<file path="src/rtl/hmd5_pkg.sv">
// Shared types, constants and MD5 round functions for the HMAC-MD5 authenticator.
package hmd5_pkg;

    localparam int unsigned KEY_REGS        = 8;
    localparam int unsigned QUEUE_DEPTH_DEF = 4;
    localparam int unsigned BUF_WORDS       = 16;

    localparam logic [7:0]   IPAD_BYTE      = 8'h36;
    localparam logic [7:0]   OPAD_BYTE      = 8'h5c;
    localparam logic [7:0]   PAD_MARK       = 8'h80;
    localparam logic [31:0]  OUTER_LEN_BITS = 32'h0000_0280;
    localparam logic [63:0]  PAD_LEN_BYTES  = 64'd64;
    localparam logic [5:0]   LEN_FIELD_FILL = 6'd56;
    localparam logic [127:0] MD5_IV         =
        {32'h10325476, 32'h98badcfe, 32'hefcdab89, 32'h67452301};

    typedef enum logic [3:0]
    {
        ST_IDLE  = 4'b0001,
        ST_SETUP = 4'b0010,
        ST_ROUND = 4'b0100,
        ST_ADD   = 4'b1000
    } state_t;

    typedef enum logic [2:0]
    {
        JOB_IPAD = 3'd0,
        JOB_DATA = 3'd1,
        JOB_FIN1 = 3'd2,
        JOB_FIN2 = 3'd3,
        JOB_OPAD = 3'd4,
        JOB_OFIN = 3'd5
    } job_t;

    typedef struct packed
    {
        logic [7:0] data_byte;
        logic       byte_valid;
        logic       message_end;
    } queue_item_t;

    function automatic logic [31:0] md5_k(input logic [5:0] i);
        logic [31:0] k;
        unique case (i)
            6'd0:  k = 32'hd76aa478; 6'd1:  k = 32'he8c7b756;
            6'd2:  k = 32'h242070db; 6'd3:  k = 32'hc1bdceee;
            6'd4:  k = 32'hf57c0faf; 6'd5:  k = 32'h4787c62a;
            6'd6:  k = 32'ha8304613; 6'd7:  k = 32'hfd469501;
            6'd8:  k = 32'h698098d8; 6'd9:  k = 32'h8b44f7af;
            6'd10: k = 32'hffff5bb1; 6'd11: k = 32'h895cd7be;
            6'd12: k = 32'h6b901122; 6'd13: k = 32'hfd987193;
            6'd14: k = 32'ha679438e; 6'd15: k = 32'h49b40821;
            6'd16: k = 32'hf61e2562; 6'd17: k = 32'hc040b340;
            6'd18: k = 32'h265e5a51; 6'd19: k = 32'he9b6c7aa;
            6'd20: k = 32'hd62f105d; 6'd21: k = 32'h02441453;
            6'd22: k = 32'hd8a1e681; 6'd23: k = 32'he7d3fbc8;
            6'd24: k = 32'h21e1cde6; 6'd25: k = 32'hc33707d6;
            6'd26: k = 32'hf4d50d87; 6'd27: k = 32'h455a14ed;
            6'd28: k = 32'ha9e3e905; 6'd29: k = 32'hfcefa3f8;
            6'd30: k = 32'h676f02d9; 6'd31: k = 32'h8d2a4c8a;
            6'd32: k = 32'hfffa3942; 6'd33: k = 32'h8771f681;
            6'd34: k = 32'h6d9d6122; 6'd35: k = 32'hfde5380c;
            6'd36: k = 32'ha4beea44; 6'd37: k = 32'h4bdecfa9;
            6'd38: k = 32'hf6bb4b60; 6'd39: k = 32'hbebfbc70;
            6'd40: k = 32'h289b7ec6; 6'd41: k = 32'heaa127fa;
            6'd42: k = 32'hd4ef3085; 6'd43: k = 32'h04881d05;
            6'd44: k = 32'hd9d4d039; 6'd45: k = 32'he6db99e5;
            6'd46: k = 32'h1fa27cf8; 6'd47: k = 32'hc4ac5665;
            6'd48: k = 32'hf4292244; 6'd49: k = 32'h432aff97;
            6'd50: k = 32'hab9423a7; 6'd51: k = 32'hfc93a039;
            6'd52: k = 32'h655b59c3; 6'd53: k = 32'h8f0ccc92;
            6'd54: k = 32'hffeff47d; 6'd55: k = 32'h85845dd1;
            6'd56: k = 32'h6fa87e4f; 6'd57: k = 32'hfe2ce6e0;
            6'd58: k = 32'ha3014314; 6'd59: k = 32'h4e0811a1;
            6'd60: k = 32'hf7537e82; 6'd61: k = 32'hbd3af235;
            6'd62: k = 32'h2ad7d2bb; 6'd63: k = 32'heb86d391;
            default: k = 32'h0;
        endcase
        return k;
    endfunction

    function automatic logic [4:0] md5_rot(input logic [5:0] i);
        logic [4:0] s;
        unique case ({i[5:4], i[1:0]})
            4'd0:  s = 5'd7;  4'd1:  s = 5'd12; 4'd2:  s = 5'd17; 4'd3:  s = 5'd22;
            4'd4:  s = 5'd5;  4'd5:  s = 5'd9;  4'd6:  s = 5'd14; 4'd7:  s = 5'd20;
            4'd8:  s = 5'd4;  4'd9:  s = 5'd11; 4'd10: s = 5'd16; 4'd11: s = 5'd23;
            4'd12: s = 5'd6;  4'd13: s = 5'd10; 4'd14: s = 5'd15; 4'd15: s = 5'd21;
            default: s = 5'd7;
        endcase
        return s;
    endfunction

    function automatic logic [3:0] md5_g(input logic [5:0] i);
        logic [3:0] g;
        unique case (i[5:4])
            2'd0: g = i[3:0];
            2'd1: g = 4'(4'd5 * i[3:0] + 4'd1);
            2'd2: g = 4'(4'd3 * i[3:0] + 4'd5);
            2'd3: g = 4'(4'd7 * i[3:0]);
            default: g = i[3:0];
        endcase
        return g;
    endfunction

    function automatic logic [31:0] md5_f(input logic [5:0] i, input logic [31:0] b,
                                          input logic [31:0] c, input logic [31:0] d);
        logic [31:0] f;
        unique case (i[5:4])
            2'd0: f = (b & c) | (~b & d);
            2'd1: f = (d & b) | (~d & c);
            2'd2: f = b ^ c ^ d;
            2'd3: f = c ^ (b | ~d);
            default: f = b ^ c ^ d;
        endcase
        return f;
    endfunction

    function automatic logic [31:0] rotl32(input logic [31:0] x, input logic [4:0] s);
        return (x << s) | (x >> (6'd32 - {1'b0, s}));
    endfunction

    function automatic logic [31:0] bswap32(input logic [31:0] x);
        return {x[7:0], x[15:8], x[23:16], x[31:24]};
    endfunction

endpackage

</file>
<file path="src/rtl/hmd5_ram.sv">
// Generic single-write, single-read RAM with registered read data.
module hmd5_ram #(
    parameter int unsigned WIDTH = 32,
    parameter int unsigned DEPTH = 16
) (
    input  logic                     clk,
    input  logic                     wr_en,
    input  logic [$clog2(DEPTH)-1:0] wr_addr,
    input  logic [WIDTH-1:0]         wr_data,
    input  logic                     rd_en,
    input  logic [$clog2(DEPTH)-1:0] rd_addr,
    output logic [WIDTH-1:0]         rd_data
);
    logic [WIDTH-1:0] mem [DEPTH];
    logic [WIDTH-1:0] rd_data_reg;

    always_ff @(posedge clk)
    begin
        if (wr_en)
        begin
            mem[wr_addr] <= wr_data;
        end
        if (rd_en)
        begin
            rd_data_reg <= mem[rd_addr];
        end
    end

    assign rd_data = rd_data_reg;
endmodule

</file>
<file path="src/rtl/hmd5_front.sv">
// Input side: accepts message items into a short queue ahead of the hash engine.
module hmd5_front #(
    parameter int unsigned DEPTH = hmd5_pkg::QUEUE_DEPTH_DEF
) (
    input  logic                 clk,
    input  logic                 rst_n,
    input  logic                 in_valid,
    output logic                 in_ready,
    input  hmd5_pkg::queue_item_t in_item,
    output logic                 head_valid,
    input  logic                 head_pop,
    output hmd5_pkg::queue_item_t head_item
);
    import hmd5_pkg::*;

    localparam int unsigned PW = (DEPTH > 1) ? $clog2(DEPTH) : 1;
    localparam int unsigned CW = $clog2(DEPTH + 1);

    queue_item_t    slot_reg [DEPTH];
    logic [PW-1:0]  wr_ptr_reg, wr_ptr_next;
    logic [PW-1:0]  rd_ptr_reg, rd_ptr_next;
    logic [CW-1:0]  count_reg, count_next;
    logic           push;
    logic           pop;

    assign in_ready   = (count_reg != CW'(DEPTH));
    assign head_valid = (count_reg != '0);
    assign head_item  = slot_reg[rd_ptr_reg];
    assign push       = in_valid && in_ready;
    assign pop        = head_pop && head_valid;

    always_comb
    begin
        wr_ptr_next = wr_ptr_reg;
        rd_ptr_next = rd_ptr_reg;
        count_next  = count_reg;
        if (push)
        begin
            wr_ptr_next = (wr_ptr_reg == PW'(DEPTH - 1)) ? '0 : PW'(wr_ptr_reg + 1'b1);
        end
        if (pop)
        begin
            rd_ptr_next = (rd_ptr_reg == PW'(DEPTH - 1)) ? '0 : PW'(rd_ptr_reg + 1'b1);
        end
        if (push && !pop)
        begin
            count_next = CW'(count_reg + 1'b1);
        end
        else if (pop && !push)
        begin
            count_next = CW'(count_reg - 1'b1);
        end
    end

    always_ff @(posedge clk or negedge rst_n)
    begin
        if (!rst_n)
        begin
            wr_ptr_reg <= '0;
            rd_ptr_reg <= '0;
            count_reg  <= '0;
        end
        else
        begin
            wr_ptr_reg <= wr_ptr_next;
            rd_ptr_reg <= rd_ptr_next;
            count_reg  <= count_next;
        end
    end

    always_ff @(posedge clk)
    begin
        if (push)
        begin
            slot_reg[wr_ptr_reg] <= in_item;
        end
    end
endmodule

</file>
<file path="src/rtl/hmd5_core.sv">
// Hash engine: sequences pad, data and final blocks through one MD5 round per cycle.
module hmd5_core (
    input  logic                  clk,
    input  logic                  rst_n,
    input  logic [7:0][63:0]      key_words,
    input  logic                  head_valid,
    output logic                  head_pop,
    input  hmd5_pkg::queue_item_t head_item,
    output logic                  out_valid,
    input  logic                  out_ready,
    output logic [63:0]           digest_word,
    output logic                  word_index,
    output logic                  last_word
);
    import hmd5_pkg::*;

    localparam int unsigned AW = $clog2(BUF_WORDS);

    state_t          state_reg, state_next;
    job_t            job_reg, job_next;
    logic [5:0]      rnd_reg, rnd_next;
    logic [AW-1:0]   g_reg, g_next;
    logic [31:0]     a_reg, b_reg, c_reg, d_reg;
    logic [31:0]     a_next, b_next, c_next, d_next;
    logic [3:0][31:0] chain_reg, chain_next;
    logic [3:0][31:0] inner_reg, inner_next;
    logic [3:0][31:0] sum;
    logic [31:0]     asm_reg, asm_next;
    logic [5:0]      fill_reg, fill_next;
    logic [63:0]     len_reg, len_next;
    logic            started_reg, started_next;
    logic            end_pend_reg, end_pend_next;
    logic            out_valid_reg, out_valid_next;
    logic            out_idx_reg, out_idx_next;
    logic [127:0]    out_data_reg, out_data_next;

    logic            ram_wr_en;
    logic [31:0]     ram_wr_data;
    logic            ram_rd_en;
    logic [AW-1:0]   ram_rd_addr;
    logic [31:0]     ram_q;

    logic [63:0]     len_bits;
    logic [31:0]     key_half;
    logic [7:0]      pad_byte;
    logic [31:0]     partial;
    logic [31:0]     msg;
    logic [31:0]     round_sum;

    hmd5_ram #(
        .WIDTH (32),
        .DEPTH (BUF_WORDS)
    ) u_buf (
        .clk     (clk),
        .wr_en   (ram_wr_en),
        .wr_addr (fill_reg[5:2]),
        .wr_data (ram_wr_data),
        .rd_en   (ram_rd_en),
        .rd_addr (ram_rd_addr),
        .rd_data (ram_q)
    );

    assign len_bits = {len_reg[60:0], 3'b000};
    assign pad_byte = (job_reg == JOB_IPAD) ? IPAD_BYTE : OPAD_BYTE;
    assign key_half = g_reg[0] ? key_words[g_reg[3:1]][31:0] : key_words[g_reg[3:1]][63:32];

    always_comb
    begin
        unique case (fill_reg[1:0])
            2'd0: partial = {24'h0, PAD_MARK};
            2'd1: partial = {16'h0, PAD_MARK, asm_reg[7:0]};
            2'd2: partial = {8'h0, PAD_MARK, asm_reg[15:0]};
            2'd3: partial = {PAD_MARK, asm_reg[23:0]};
            default: partial = {24'h0, PAD_MARK};
        endcase
    end

    always_comb
    begin
        msg = '0;
        unique case (job_reg)
            JOB_IPAD, JOB_OPAD:
            begin
                msg = bswap32(key_half) ^ {4{pad_byte}};
            end
            JOB_DATA:
            begin
                msg = ram_q;
            end
            JOB_FIN1:
            begin
                if (g_reg < fill_reg[5:2])
                begin
                    msg = ram_q;
                end
                else if (g_reg == fill_reg[5:2])
                begin
                    msg = partial;
                end
                else if (fill_reg < LEN_FIELD_FILL && g_reg == 4'd14)
                begin
                    msg = len_bits[31:0];
                end
                else if (fill_reg < LEN_FIELD_FILL && g_reg == 4'd15)
                begin
                    msg = len_bits[63:32];
                end
            end
            JOB_FIN2:
            begin
                if (g_reg == 4'd14)
                begin
                    msg = len_bits[31:0];
                end
                else if (g_reg == 4'd15)
                begin
                    msg = len_bits[63:32];
                end
            end
            JOB_OFIN:
            begin
                if (g_reg < 4'd4)
                begin
                    msg = inner_reg[g_reg[1:0]];
                end
                else if (g_reg == 4'd4)
                begin
                    msg = {24'h0, PAD_MARK};
                end
                else if (g_reg == 4'd14)
                begin
                    msg = OUTER_LEN_BITS;
                end
            end
            default: msg = '0;
        endcase
    end

    assign round_sum = a_reg + md5_f(rnd_reg, b_reg, c_reg, d_reg) + md5_k(rnd_reg) + msg;
    assign sum[0] = chain_reg[0] + a_reg;
    assign sum[1] = chain_reg[1] + b_reg;
    assign sum[2] = chain_reg[2] + c_reg;
    assign sum[3] = chain_reg[3] + d_reg;

    always_comb
    begin
        state_next     = state_reg;
        job_next       = job_reg;
        rnd_next       = rnd_reg;
        g_next         = g_reg;
        a_next         = a_reg;
        b_next         = b_reg;
        c_next         = c_reg;
        d_next         = d_reg;
        chain_next     = chain_reg;
        inner_next     = inner_reg;
        asm_next       = asm_reg;
        fill_next      = fill_reg;
        len_next       = len_reg;
        started_next   = started_reg;
        end_pend_next  = end_pend_reg;
        out_valid_next = out_valid_reg;
        out_idx_next   = out_idx_reg;
        out_data_next  = out_data_reg;
        head_pop       = 1'b0;
        ram_wr_en      = 1'b0;
        ram_wr_data    = {head_item.data_byte, asm_reg[23:0]};
        ram_rd_en      = 1'b0;
        ram_rd_addr    = '0;

        if (out_valid_reg && out_ready)
        begin
            out_idx_next = !out_idx_reg;
            if (out_idx_reg)
            begin
                out_valid_next = 1'b0;
            end
        end

        unique case (state_reg)
            ST_IDLE:
            begin
                if (head_valid && !out_valid_reg)
                begin
                    if (!started_reg)
                    begin
                        job_next   = JOB_IPAD;
                        chain_next = MD5_IV;
                        state_next = ST_SETUP;
                    end
                    else
                    begin
                        head_pop = 1'b1;
                        if (head_item.byte_valid)
                        begin
                            asm_next[8*fill_reg[1:0] +: 8] = head_item.data_byte;
                            ram_wr_en = (fill_reg[1:0] == 2'd3);
                            fill_next = 6'(fill_reg + 6'd1);
                            len_next  = len_reg + 64'd1;
                        end
                        if (head_item.byte_valid && fill_reg == 6'd63)
                        begin
                            job_next      = JOB_DATA;
                            end_pend_next = head_item.message_end;
                            state_next    = ST_SETUP;
                        end
                        else if (head_item.message_end)
                        begin
                            job_next   = JOB_FIN1;
                            state_next = ST_SETUP;
                        end
                    end
                end
            end
            ST_SETUP:
            begin
                a_next      = chain_reg[0];
                b_next      = chain_reg[1];
                c_next      = chain_reg[2];
                d_next      = chain_reg[3];
                rnd_next    = '0;
                g_next      = md5_g(6'd0);
                ram_rd_en   = 1'b1;
                ram_rd_addr = md5_g(6'd0);
                state_next  = ST_ROUND;
            end
            ST_ROUND:
            begin
                a_next      = d_reg;
                d_next      = c_reg;
                c_next      = b_reg;
                b_next      = b_reg + rotl32(round_sum, md5_rot(rnd_reg));
                rnd_next    = 6'(rnd_reg + 6'd1);
                g_next      = md5_g(6'(rnd_reg + 6'd1));
                ram_rd_en   = 1'b1;
                ram_rd_addr = md5_g(6'(rnd_reg + 6'd1));
                if (rnd_reg == 6'd63)
                begin
                    state_next = ST_ADD;
                end
            end
            ST_ADD:
            begin
                chain_next = sum;
                state_next = ST_IDLE;
                unique case (job_reg)
                    JOB_IPAD:
                    begin
                        started_next = 1'b1;
                        len_next     = PAD_LEN_BYTES;
                        fill_next    = '0;
                    end
                    JOB_DATA:
                    begin
                        if (end_pend_reg)
                        begin
                            end_pend_next = 1'b0;
                            job_next      = JOB_FIN1;
                            state_next    = ST_SETUP;
                        end
                    end
                    JOB_FIN1, JOB_FIN2:
                    begin
                        state_next = ST_SETUP;
                        if (job_reg == JOB_FIN1 && fill_reg >= LEN_FIELD_FILL)
                        begin
                            job_next = JOB_FIN2;
                        end
                        else
                        begin
                            inner_next = sum;
                            chain_next = MD5_IV;
                            job_next   = JOB_OPAD;
                        end
                    end
                    JOB_OPAD:
                    begin
                        job_next   = JOB_OFIN;
                        state_next = ST_SETUP;
                    end
                    JOB_OFIN:
                    begin
                        out_data_next  = {bswap32(sum[0]), bswap32(sum[1]),
                                          bswap32(sum[2]), bswap32(sum[3])};
                        out_valid_next = 1'b1;
                        out_idx_next   = 1'b0;
                        started_next   = 1'b0;
                        fill_next      = '0;
                        len_next       = '0;
                    end
                    default: state_next = ST_IDLE;
                endcase
            end
            default: state_next = ST_IDLE;
        endcase
    end

    always_ff @(posedge clk or negedge rst_n)
    begin
        if (!rst_n)
        begin
            state_reg     <= ST_IDLE;
            job_reg       <= JOB_IPAD;
            rnd_reg       <= '0;
            fill_reg      <= '0;
            len_reg       <= '0;
            started_reg   <= 1'b0;
            end_pend_reg  <= 1'b0;
            out_valid_reg <= 1'b0;
            out_idx_reg   <= 1'b0;
        end
        else
        begin
            state_reg     <= state_next;
            job_reg       <= job_next;
            rnd_reg       <= rnd_next;
            fill_reg      <= fill_next;
            len_reg       <= len_next;
            started_reg   <= started_next;
            end_pend_reg  <= end_pend_next;
            out_valid_reg <= out_valid_next;
            out_idx_reg   <= out_idx_next;
        end
    end

    always_ff @(posedge clk)
    begin
        g_reg        <= g_next;
        a_reg        <= a_next;
        b_reg        <= b_next;
        c_reg        <= c_next;
        d_reg        <= d_next;
        chain_reg    <= chain_next;
        inner_reg    <= inner_next;
        asm_reg      <= asm_next;
        out_data_reg <= out_data_next;
    end

    assign out_valid   = out_valid_reg;
    assign word_index  = out_idx_reg;
    assign last_word   = out_idx_reg;
    assign digest_word = out_idx_reg ? out_data_reg[63:0] : out_data_reg[127:64];

`ifndef SYNTH
    a_result_slot_free: assert property (@(posedge clk) disable iff (!rst_n)
        (state_reg == ST_ADD && job_reg == JOB_OFIN) |-> !out_valid_reg)
        else $error("Digest produced while the previous one is still pending.");

    a_last_round_adds: assert property (@(posedge clk) disable iff (!rst_n)
        (state_reg == ST_ROUND && rnd_reg == 6'd63) |=> (state_reg == ST_ADD))
        else $error("Compression did not end after the last round.");

    a_pop_after_pad: assert property (@(posedge clk) disable iff (!rst_n)
        head_pop |-> (started_reg && state_reg == ST_IDLE))
        else $error("Item consumed before the inner pad block was absorbed.");

    a_full_block_compress: assert property (@(posedge clk) disable iff (!rst_n)
        (head_pop && head_item.byte_valid && fill_reg == 6'd63)
        |=> (state_reg == ST_SETUP && job_reg == JOB_DATA))
        else $error("A full data block was not compressed.");
`endif
endmodule

</file>
<file path="src/rtl/hmac_md5_authenticator_unit.sv">
// Top level of the HMAC-MD5 authenticator: key registers, input queue and hash engine.
//
// Usage: the key is written as eight 64-bit registers through the cfg channel
// (cfg_index 0..7, first key byte in bits 63:56) while the block is idle.
// Message bytes arrive on the input channel one per item; byte_valid marks a
// real byte and message_end marks the last item of a message. After the last
// item the block returns two items on the output channel: digest bytes 0-7
// (word_index 0) and bytes 8-15 (word_index 1, last_word 1).
// Timing: one MD5 compression runs a setup state, one round per cycle in the shared
// round unit, then an add state. The first item of a message waits for the inner pad
// block; data bytes are taken one per engine cycle while the engine is idle, with a
// compression after every 64th byte. The final item is followed by the final block
// (two if 56 or more bytes remain in it), the outer pad and the outer final block.
// A queue of QUEUE_DEPTH items in front of the engine keeps accepting while
// the engine works or while the digest waits, until it is full. A stalled
// receiver holds the digest word steady; the engine takes no further item
// from the queue until both digest words have been accepted.
// Reset clears the key, the queue and all message state; no clearing pass.
module hmac_md5_authenticator_unit #(
    parameter int unsigned QUEUE_DEPTH = hmd5_pkg::QUEUE_DEPTH_DEF
) (
    input  logic        clk,
    input  logic        rst_n,
    input  logic        cfg_valid,
    output logic        cfg_ready,
    input  logic [2:0]  cfg_index,
    input  logic [63:0] cfg_data,
    input  logic        in_valid,
    output logic        in_ready,
    input  logic [7:0]  data_byte,
    input  logic        byte_valid,
    input  logic        message_end,
    output logic        out_valid,
    input  logic        out_ready,
    output logic [63:0] digest_word,
    output logic        word_index,
    output logic        last_word
);
    import hmd5_pkg::*;

    logic [KEY_REGS-1:0][63:0] key_reg;
    queue_item_t               in_item;
    queue_item_t               head_item;
    logic                      head_valid;
    logic                      head_pop;

    assign cfg_ready = 1'b1;

    always_ff @(posedge clk or negedge rst_n)
    begin
        if (!rst_n)
        begin
            key_reg <= '0;
        end
        else if (cfg_valid && cfg_ready)
        begin
            key_reg[cfg_index] <= cfg_data;
        end
    end

    assign in_item.data_byte   = data_byte;
    assign in_item.byte_valid  = byte_valid;
    assign in_item.message_end = message_end;

    hmd5_front #(
        .DEPTH (QUEUE_DEPTH)
    ) u_front (
        .clk        (clk),
        .rst_n      (rst_n),
        .in_valid   (in_valid),
        .in_ready   (in_ready),
        .in_item    (in_item),
        .head_valid (head_valid),
        .head_pop   (head_pop),
        .head_item  (head_item)
    );

    hmd5_core u_core (
        .clk         (clk),
        .rst_n       (rst_n),
        .key_words   (key_reg),
        .head_valid  (head_valid),
        .head_pop    (head_pop),
        .head_item   (head_item),
        .out_valid   (out_valid),
        .out_ready   (out_ready),
        .digest_word (digest_word),
        .word_index  (word_index),
        .last_word   (last_word)
    );
endmodule

</file>
<file path="config.mk">
export PLATFORM = sky130hd
export DESIGN_NAME = hmac_md5_authenticator_unit
export DESIGN_NICKNAME = d
export VERILOG_FILES = /design/src/rtl/hmd5_pkg.sv /design/src/rtl/hmd5_ram.sv /design/src/rtl/hmd5_front.sv /design/src/rtl/hmd5_core.sv /design/src/rtl/hmac_md5_authenticator_unit.sv
export SDC_FILE = /design/constraint.sdc
export NUM_CORES = 2
export LEC_CHECK = 0
export BUFFER_PORTS_ARGS = -buffer_cell sky130_fd_sc_hd__buf_4
export CAP_MARGIN = 5
export CORE_AREA = 2 2 394 592
export DETAILED_ROUTE_END_ITERATION = 12
export DIE_AREA = 0 0 396 594
export REMOVE_ABC_BUFFERS = 1
export SLEW_MARGIN = 15
export SYNTH_ARGS = -nofsm -noshare
export SYNTH_HDL_FRONTEND = slang
export SYNTH_SLANG_ARGS = --single-unit
</file>
<file path="constraint.sdc">
create_clock -name clk -period 26 [get_ports clk]
set_clock_uncertainty 0.1 [all_clocks]
set_input_delay 3.9 -clock clk [delete_from_list [all_inputs] [get_ports clk]]
set_output_delay 3.9 -clock clk [all_outputs]
set_load 0.02 [all_outputs]
</file>
Word-level counts from Yosys, hierarchy flattened --
Memory sizes are Yosys's and may differ from the RTL's. A register that Yosys moved wholly into a read port is not among the register bits. Cells that the tools add are included.
Storage, ports and cells: register bits 1154, bits in writable memories 552, bits in read-only memories 2128, bits of input ports 82, output and inout bits 69, logic and storage cells 258, memories 4
Memories:
- (no name shown) | words 64, bits a word 32, read ports 1, clocked after Yosys merged registers in 0, write ports 0, RTL line hmd5_pkg.sv:44 | unique case (i)
- u_core.u_buf.mem | words 16, bits a word 32, read ports 1, clocked after Yosys merged registers in 1, write ports 1, RTL line hmd5_ram.sv:14 | logic [WIDTH-1:0] mem [DEPTH];
- (no name shown) | words 16, bits a word 5, read ports 1, clocked after Yosys merged registers in 0, write ports 0, RTL line hmd5_pkg.sv:84 | unique case ({i[5:4], i[1:0]})
- u_front.slot_reg | words 4, bits a word 10, read ports 1, clocked after Yosys merged registers in 0, write ports 1, RTL line hmd5_front.sv:19 | queue_item_t slot_reg [DEPTH];
Cells by class: $add $sub $neg 19, multiply operators 3, order comparisons 8, equality and inequality tests 39, shift operators 4, muxes and demuxes 92, bitwise operators 15, reduce and logical (&&, ||, !) cells 39
Operators by type and width (count):
- 512-bit bitwise mux | 1
- 128-bit 2-to-1 mux | 4
- 64-bit 2-to-1 mux | 6
- 32-bit 2-to-1 mux | 10
- 32-bit adder | 8
- 128-bit one-hot mux with 2 select lines | 1
- 32-bit one-hot mux with 2 select lines | 4
- 32-bit one-hot mux with 4 select lines | 2
- 64-bit one-hot mux with 2 select lines | 2
- 64-bit binary-select mux with 3-bit select | 1
- 64-bit demux with 3-bit select | 1
- 32-bit one-hot mux with 5 select lines | 1
- 32-bit AND | 4
- 32-bit OR | 4
- 32-bit XOR | 4
- 64-bit by 1-bit adder with 64-bit output (second input constant) | 1
- 32-bit binary-select mux with 2-bit select | 1
- 32-bit NOT | 2
- 5-bit negator with 34-bit output | 1
- 8-bit by 34-bit variable shift with 32-bit output (first input constant) | 1
- 8-bit by 34-bit indexed part select with 32-bit output | 1
- 32-bit bitwise mux | 1
- 4-bit one-hot mux with 4 select lines | 2
- 32-bit by 5-bit << shifter with 32-bit output | 1
- other kinds (59) | 155

Longest topological paths before layout --
depth after elaboration 12, mapped depth 43, mapped depth without buffers 39

Cells and area by module --
Synthesis repeated with hierarchy kept, for this count alone.
Unflattened totals: cell total of the unflattened synthesis 7173, area total of the unflattened synthesis 91127.4 um^2
Modules (own cells, without submodules):
- hmd5_core | instances 1, cells an instance 5157, area an instance 49895.4 um^2, seq. area each 18318.8 um^2
- hmd5_ram | instances 1, cells an instance 838, area an instance 20155.6 um^2, seq. area each 16335.7 um^2
- hmac_md5_authenticator_unit | instances 1, cells an instance 1089, area an instance 19188.4 um^2, seq. area each 12812.3 um^2
- hmd5_front | instances 1, cells an instance 89, area an instance 1888.1 um^2, seq. area each 1376.3 um^2

Worst setup path before layout --
No wires, ideal clock.
path type flip-flop to flip-flop, start point reg u_core.state_reg[0], end point reg u_core.chain_reg[0] (netlist bit) (enable), setup time 0.792 ns, arrival 10.043 ns, required time 25.108 ns, setup slack 15.065 ns, stages on the path, launching flop included 4, clock period less this slack 10.935 ns, cells stage by stage dfstp_2 nor4b_2 nand2_1 o21ai_0
On the way: cells in the longest elaborated chain, start to end 3, elaborated cells on any way between the ends 6, those cells by class eq/ne (4); reduce/logical (2)
Ends and longest elaborated chain:
- start: declaration | RTL line hmd5_core.sv:19 | state_t state_reg, state_next;
- start signal: assignment | RTL line hmd5_core.sv:314 | state_reg <= state_next;
- 4-bit by 1-bit == test with 1-bit output / 4-bit == test (equally long branches) | RTL line hmd5_core.sv:180 | unique case (state_reg)
- 2-bit != test (no line), or another cell as far along
- 3-bit AND reduction (no line) *
- end signal: assignment | RTL line hmd5_core.sv:333 | chain_reg <= chain_next;
- end: declaration | RTL line hmd5_core.sv:25 | logic [3:0][31:0] chain_reg, chain_next;
Mark *: on every way between the ends. The rest lies on a longest branch, timed or not. A chain may end at the register's enable or synchronous reset.

Worst setup path after layout --
start point reg u_core.g_reg[1], end point reg u_core.b_reg[30] (data pin)
On the way: cells in the longest elaborated chain, start to end 12, elaborated cells on any way between the ends 30, those cells by class add/sub (2); order compare (2); eq/ne (4); shift (2); mux (16); bitwise (2); reduce/logical (2)
Ends and longest elaborated chain:
- start: declaration | RTL line hmd5_core.sv:22 | logic [AW-1:0] g_reg, g_next;
- start signal: assignment | RTL line hmd5_core.sv:328 | g_reg <= g_next;
- 4-bit == test | RTL line hmd5_core.sv:104, hmd5_core.sv:115
- 1-bit logical AND | RTL line hmd5_core.sv:104 | else if (fill_reg < LEN_FIELD_FILL && g_reg == 4'd15)
- 32-bit 2-to-1 mux | RTL line hmd5_core.sv:104
- 32-bit 2-to-1 mux | RTL line hmd5_core.sv:100 | else if (fill_reg < LEN_FIELD_FILL && g_reg == 4'd14)
- 32-bit 2-to-1 mux | RTL line hmd5_core.sv:96 | else if (g_reg == fill_reg[5:2])
- 32-bit 2-to-1 mux | RTL line hmd5_core.sv:92 | if (g_reg < fill_reg[5:2])
- 32-bit one-hot mux with 5 select lines * | RTL line hmd5_core.sv:81 | unique case (job_reg)
- 32-bit adder * | RTL line hmd5_core.sv:139 | assign round_sum = a_reg + md5_f(rnd_reg, b_reg, c_reg, d_reg) + md5_k(rnd_reg) + msg;
- 32-bit by 6-bit right shift with 32-bit output / 32-bit by 5-bit << shifter with 32-bit output (equally long branches) | RTL line hmd5_pkg.sv:120 | return (x << s) | (x >> (6'd32 - {1'b0, s}));
- 32-bit OR * | RTL line hmd5_pkg.sv:120
- 32-bit adder * | RTL line hmd5_core.sv:232 | b_next = b_reg + rotl32(round_sum, md5_rot(rnd_reg));
- 32-bit one-hot mux with 2 select lines * | RTL line hmd5_core.sv:180
- net u_core.b_next[30] | RTL line hmd5_core.sv:24 | logic [31:0] a_next, b_next, c_next, d_next;
- end signal: assignment | RTL line hmd5_core.sv:330 | b_reg <= b_next;
- end: declaration | RTL line hmd5_core.sv:23 | logic [31:0] a_reg, b_reg, c_reg, d_reg;
The timed path passes the listed nets; every way through them passes the cells marked *. The select of a mux whose other input is x is not followed.

==> out/results.txt <==
Status: complete, no violations
Post-Syn Area: 91700 um^2
Multi-input logic area: 40500 um^2
Largest net degree at the start of global routing: 187
Synth Register Bits: 1727
Die area: 235000 um^2
Setup TNS: 0 ns
Critical register-to-register path startpoint: u_core.g_reg[1]$_DFFE_PP_
Layout cells sized above 1: 17.3%
Final-report hold violation count: 0
Most used cell, CP: a21oi_1
CTS tree: done
Crit path max fanout: 49
Sequential cell area: 48900 um^2
Syn Inst Count: 7897
Synth area leaders: edfxtp_1, dfrtp_1, mux2_2, nand2_1, ha_1
Clk_lat worst skew: 0.87 ns
Final setup viols: 0
Total gr overflow: 0
Number of flops mapped to enable cells by yosys: 1124
Total core area: 230000 um^2
Root buffer cell: clkbuf_16
Vias: 65.9k
Post-DRT Antenna Nets: 0
Delay-heaviest family, CP: compound AO/OA/AOI/OAI gates
IO buf count: 149
Final wirelength: 310 mm
Min-delay src: u_front.count_reg[2]$_DFFE_PN0P_
Worst hold path depth: 1
Worst path slowest cell: edfxtp_1
Initial Util: 39.9%
Die Wd: 396 um
Netlist cell types: 103
Crit path launch: u_core.g_reg[1]$_DFFE_PP_
Gpl congestion: 1.02
Worst rel slew slack: 14.3%
Data required, critical path: 26.57 ns
Max Buffers Root-to-Sink: 4
Final min period: 14.16 ns
# hold bufs at CTS: 0
Sequential fraction of the synthesis area: 53.3%
Critical path depth: 36
Initial DRC count: 6343
Mean post-synth cell area: 11.6 um^2
Max incr delay on CP: 0.88 ns
Part of the cycle the worst path needs: 54.5%
Synth warnings: 0
Post-cts sizing count: 0
Total Routing Usage GR: 25.9%
Vias per cell: 5.94
CP arrival: 14.74 ns
Num CTS Buffers: 172
Setup Fix Bufs, Post-CTS: 0
Fillers: 21.0k
Initial antenna violation count: 14
Post-route DRC: 0
Vias in the first global route: 65.9k
Placed cells: 10.8k
Fin util: 44.3%
Synth area leader: edfxtp_1
Fin nets: 8317
Post-synth ARST share: 34.9%
Setup crit end kind: flip-flop
Clock transition at path regs: 0.06 ns
Startpoint Class: flip-flop
HPWL Detailed: 213 mm
RSZ-0062 raised after global routing: no
Area growth syn-to-layout: 11.1%
Most common flop cell mapped by yosys: edfxtp_1
Max Cap Violations: 0
Highest Clock Rate: 70.6 MHz
# clock sinks: 1727
Yosys top cell area share: 36.8%
DRT Pass-1 Iters: 9
Hold Path Class: reg -> reg
Routed wire per std cell: 27.9 um
Cell Rows: 216
Layout Cells excl Fill: 11.1k
CP Buf/Inv Count: 4
Pins Over Slew Limit: 0
H-tree levels: 4
Vert. Die Dim: 594 um
WS Path Type: reg -> reg
IO Pins: 151
First-pass GRT wire length: 454 mm
Worst slew pin tran: 1.28 ns
Reg2reg path depth: 36
==> cells by family (layout without fill, tap and decap cells) <==
kind of cell             count (synthesis)  in the layout  share of synthesized area, %
buffers and inverters                  682            821                          2.87
flip-flops                            1727           1727                          53.3
adder cells (fa/ha/maj)                327            327                          5.04
other                                    1             10                       0.00409
XOR/XNOR                               269            269                          2.58
AO/OA/AOI/OAI                         1530           1530                          11.3
multiplexers                           922            922                          12.8
AND/OR/NAND/NOR                       2439           2439                          12.2
==> cells in the mapped netlist, types with 77 or more instances <==
cell type / count
a21o_1: 87
a21oi_1: 316
mux2i_1: 187
ha_1: 256
nor2_1: 360
o21ai_0: 329
xor2_1: 106
a31oi_1: 77
clkbuf_1: 358
nand2b_1: 135
nor3_1: 97
and3_1: 116
inv_1: 220
and2_1: 117
dfrtp_1: 602
mux2_2: 594
edfxtp_1: 1124
o211ai_1: 82
a311oi_1: 114
mux4_2: 140
nand2_1: 1150
xnor2_1: 162
nand3_1: 260
==> final timing paths <==
path	end	slack, ns
worst max-delay path	u_core.b_reg[30]$_DFFE_PP_	11.84
worst min-delay path	u_front.count_reg[2]$_DFFE_PN0P_	0.40
worst max register to register	u_core.b_reg[30]$_DFFE_PP_	11.84
worst min register to register	u_front.count_reg[2]$_DFFE_PN0P_	0.40
max in group asynchronous	u_core.last_word$_DFF_PN0_	20.40
min in group asynchronous	key_reg[96]$_DFFE_PN0P_	3.06
==> cell type report <==
class,instances,share of cell area [%]
Antenna cell,9,0.0221
Clock buffer,218,4.64
Clock inverter,84,0.825
Inverter,228,0.856
Multi-Input combinational cell,5488,39.8
Sequential cell,1727,47.9
Tap cell,3052,3.75
Timing Repair Buffer,291,2.20
==> cell usage in the layout, fill, tap and decap left out, types with 26 or more instances in the layout <==
master / n
and3_1: 115
clkbuf_16: 178
a21oi_1: 316
o31ai_1: 29
or3_1: 35
mux4_2: 140
nand2_1: 1145
o21bai_1: 27
xnor2_1: 160
a21o_1: 87
nand3_1: 260
o21ai_0: 327
and2_1: 117
a211oi_1: 55
o21a_1: 32
edfxtp_1: 1124
nand4_1: 45
o211ai_1: 82
nor3_1: 90
mux2_2: 594
mux2i_1: 187
a22oi_1: 76
nor2b_1: 34
nand2b_1: 134
ha_1: 256
clkbuf_1: 26
inv_1: 217
a31oi_1: 77
buf_4: 283
fa_1: 71
xor2_1: 106
dfrtp_1: 598
nor2_1: 343
a221oi_1: 66
a311oi_1: 114
==> stage by stage <==
stage / hold WS [ns] / setup slack, ns / instance area, um^2
after floorplan: 0.364 / 8.05 / 89900
after global placement: 0.381 / 12.00 / 96300
after detailed placement: 0.387 / 11.94 / 96300
after CTS: 0.400 / 11.84 / 102000
after global routing: 0.407 / 11.10 / 102000
final: 0.397 / 11.84 / 102000
==> per-layer routing <==
layer  wire, um  GRT usage [%]  vias to the layer above
met5         77              0                        -
met4      20400           14.3                       10
met3      17800           3.98                      709
met2     154000           44.6                     2251
met1     118000           30.7                    33600
li1           -              -                    29300
Power is left out: the tool's default activity adds up to more than one toggle a clock period on the data nets, which glitch-free logic cannot reach.
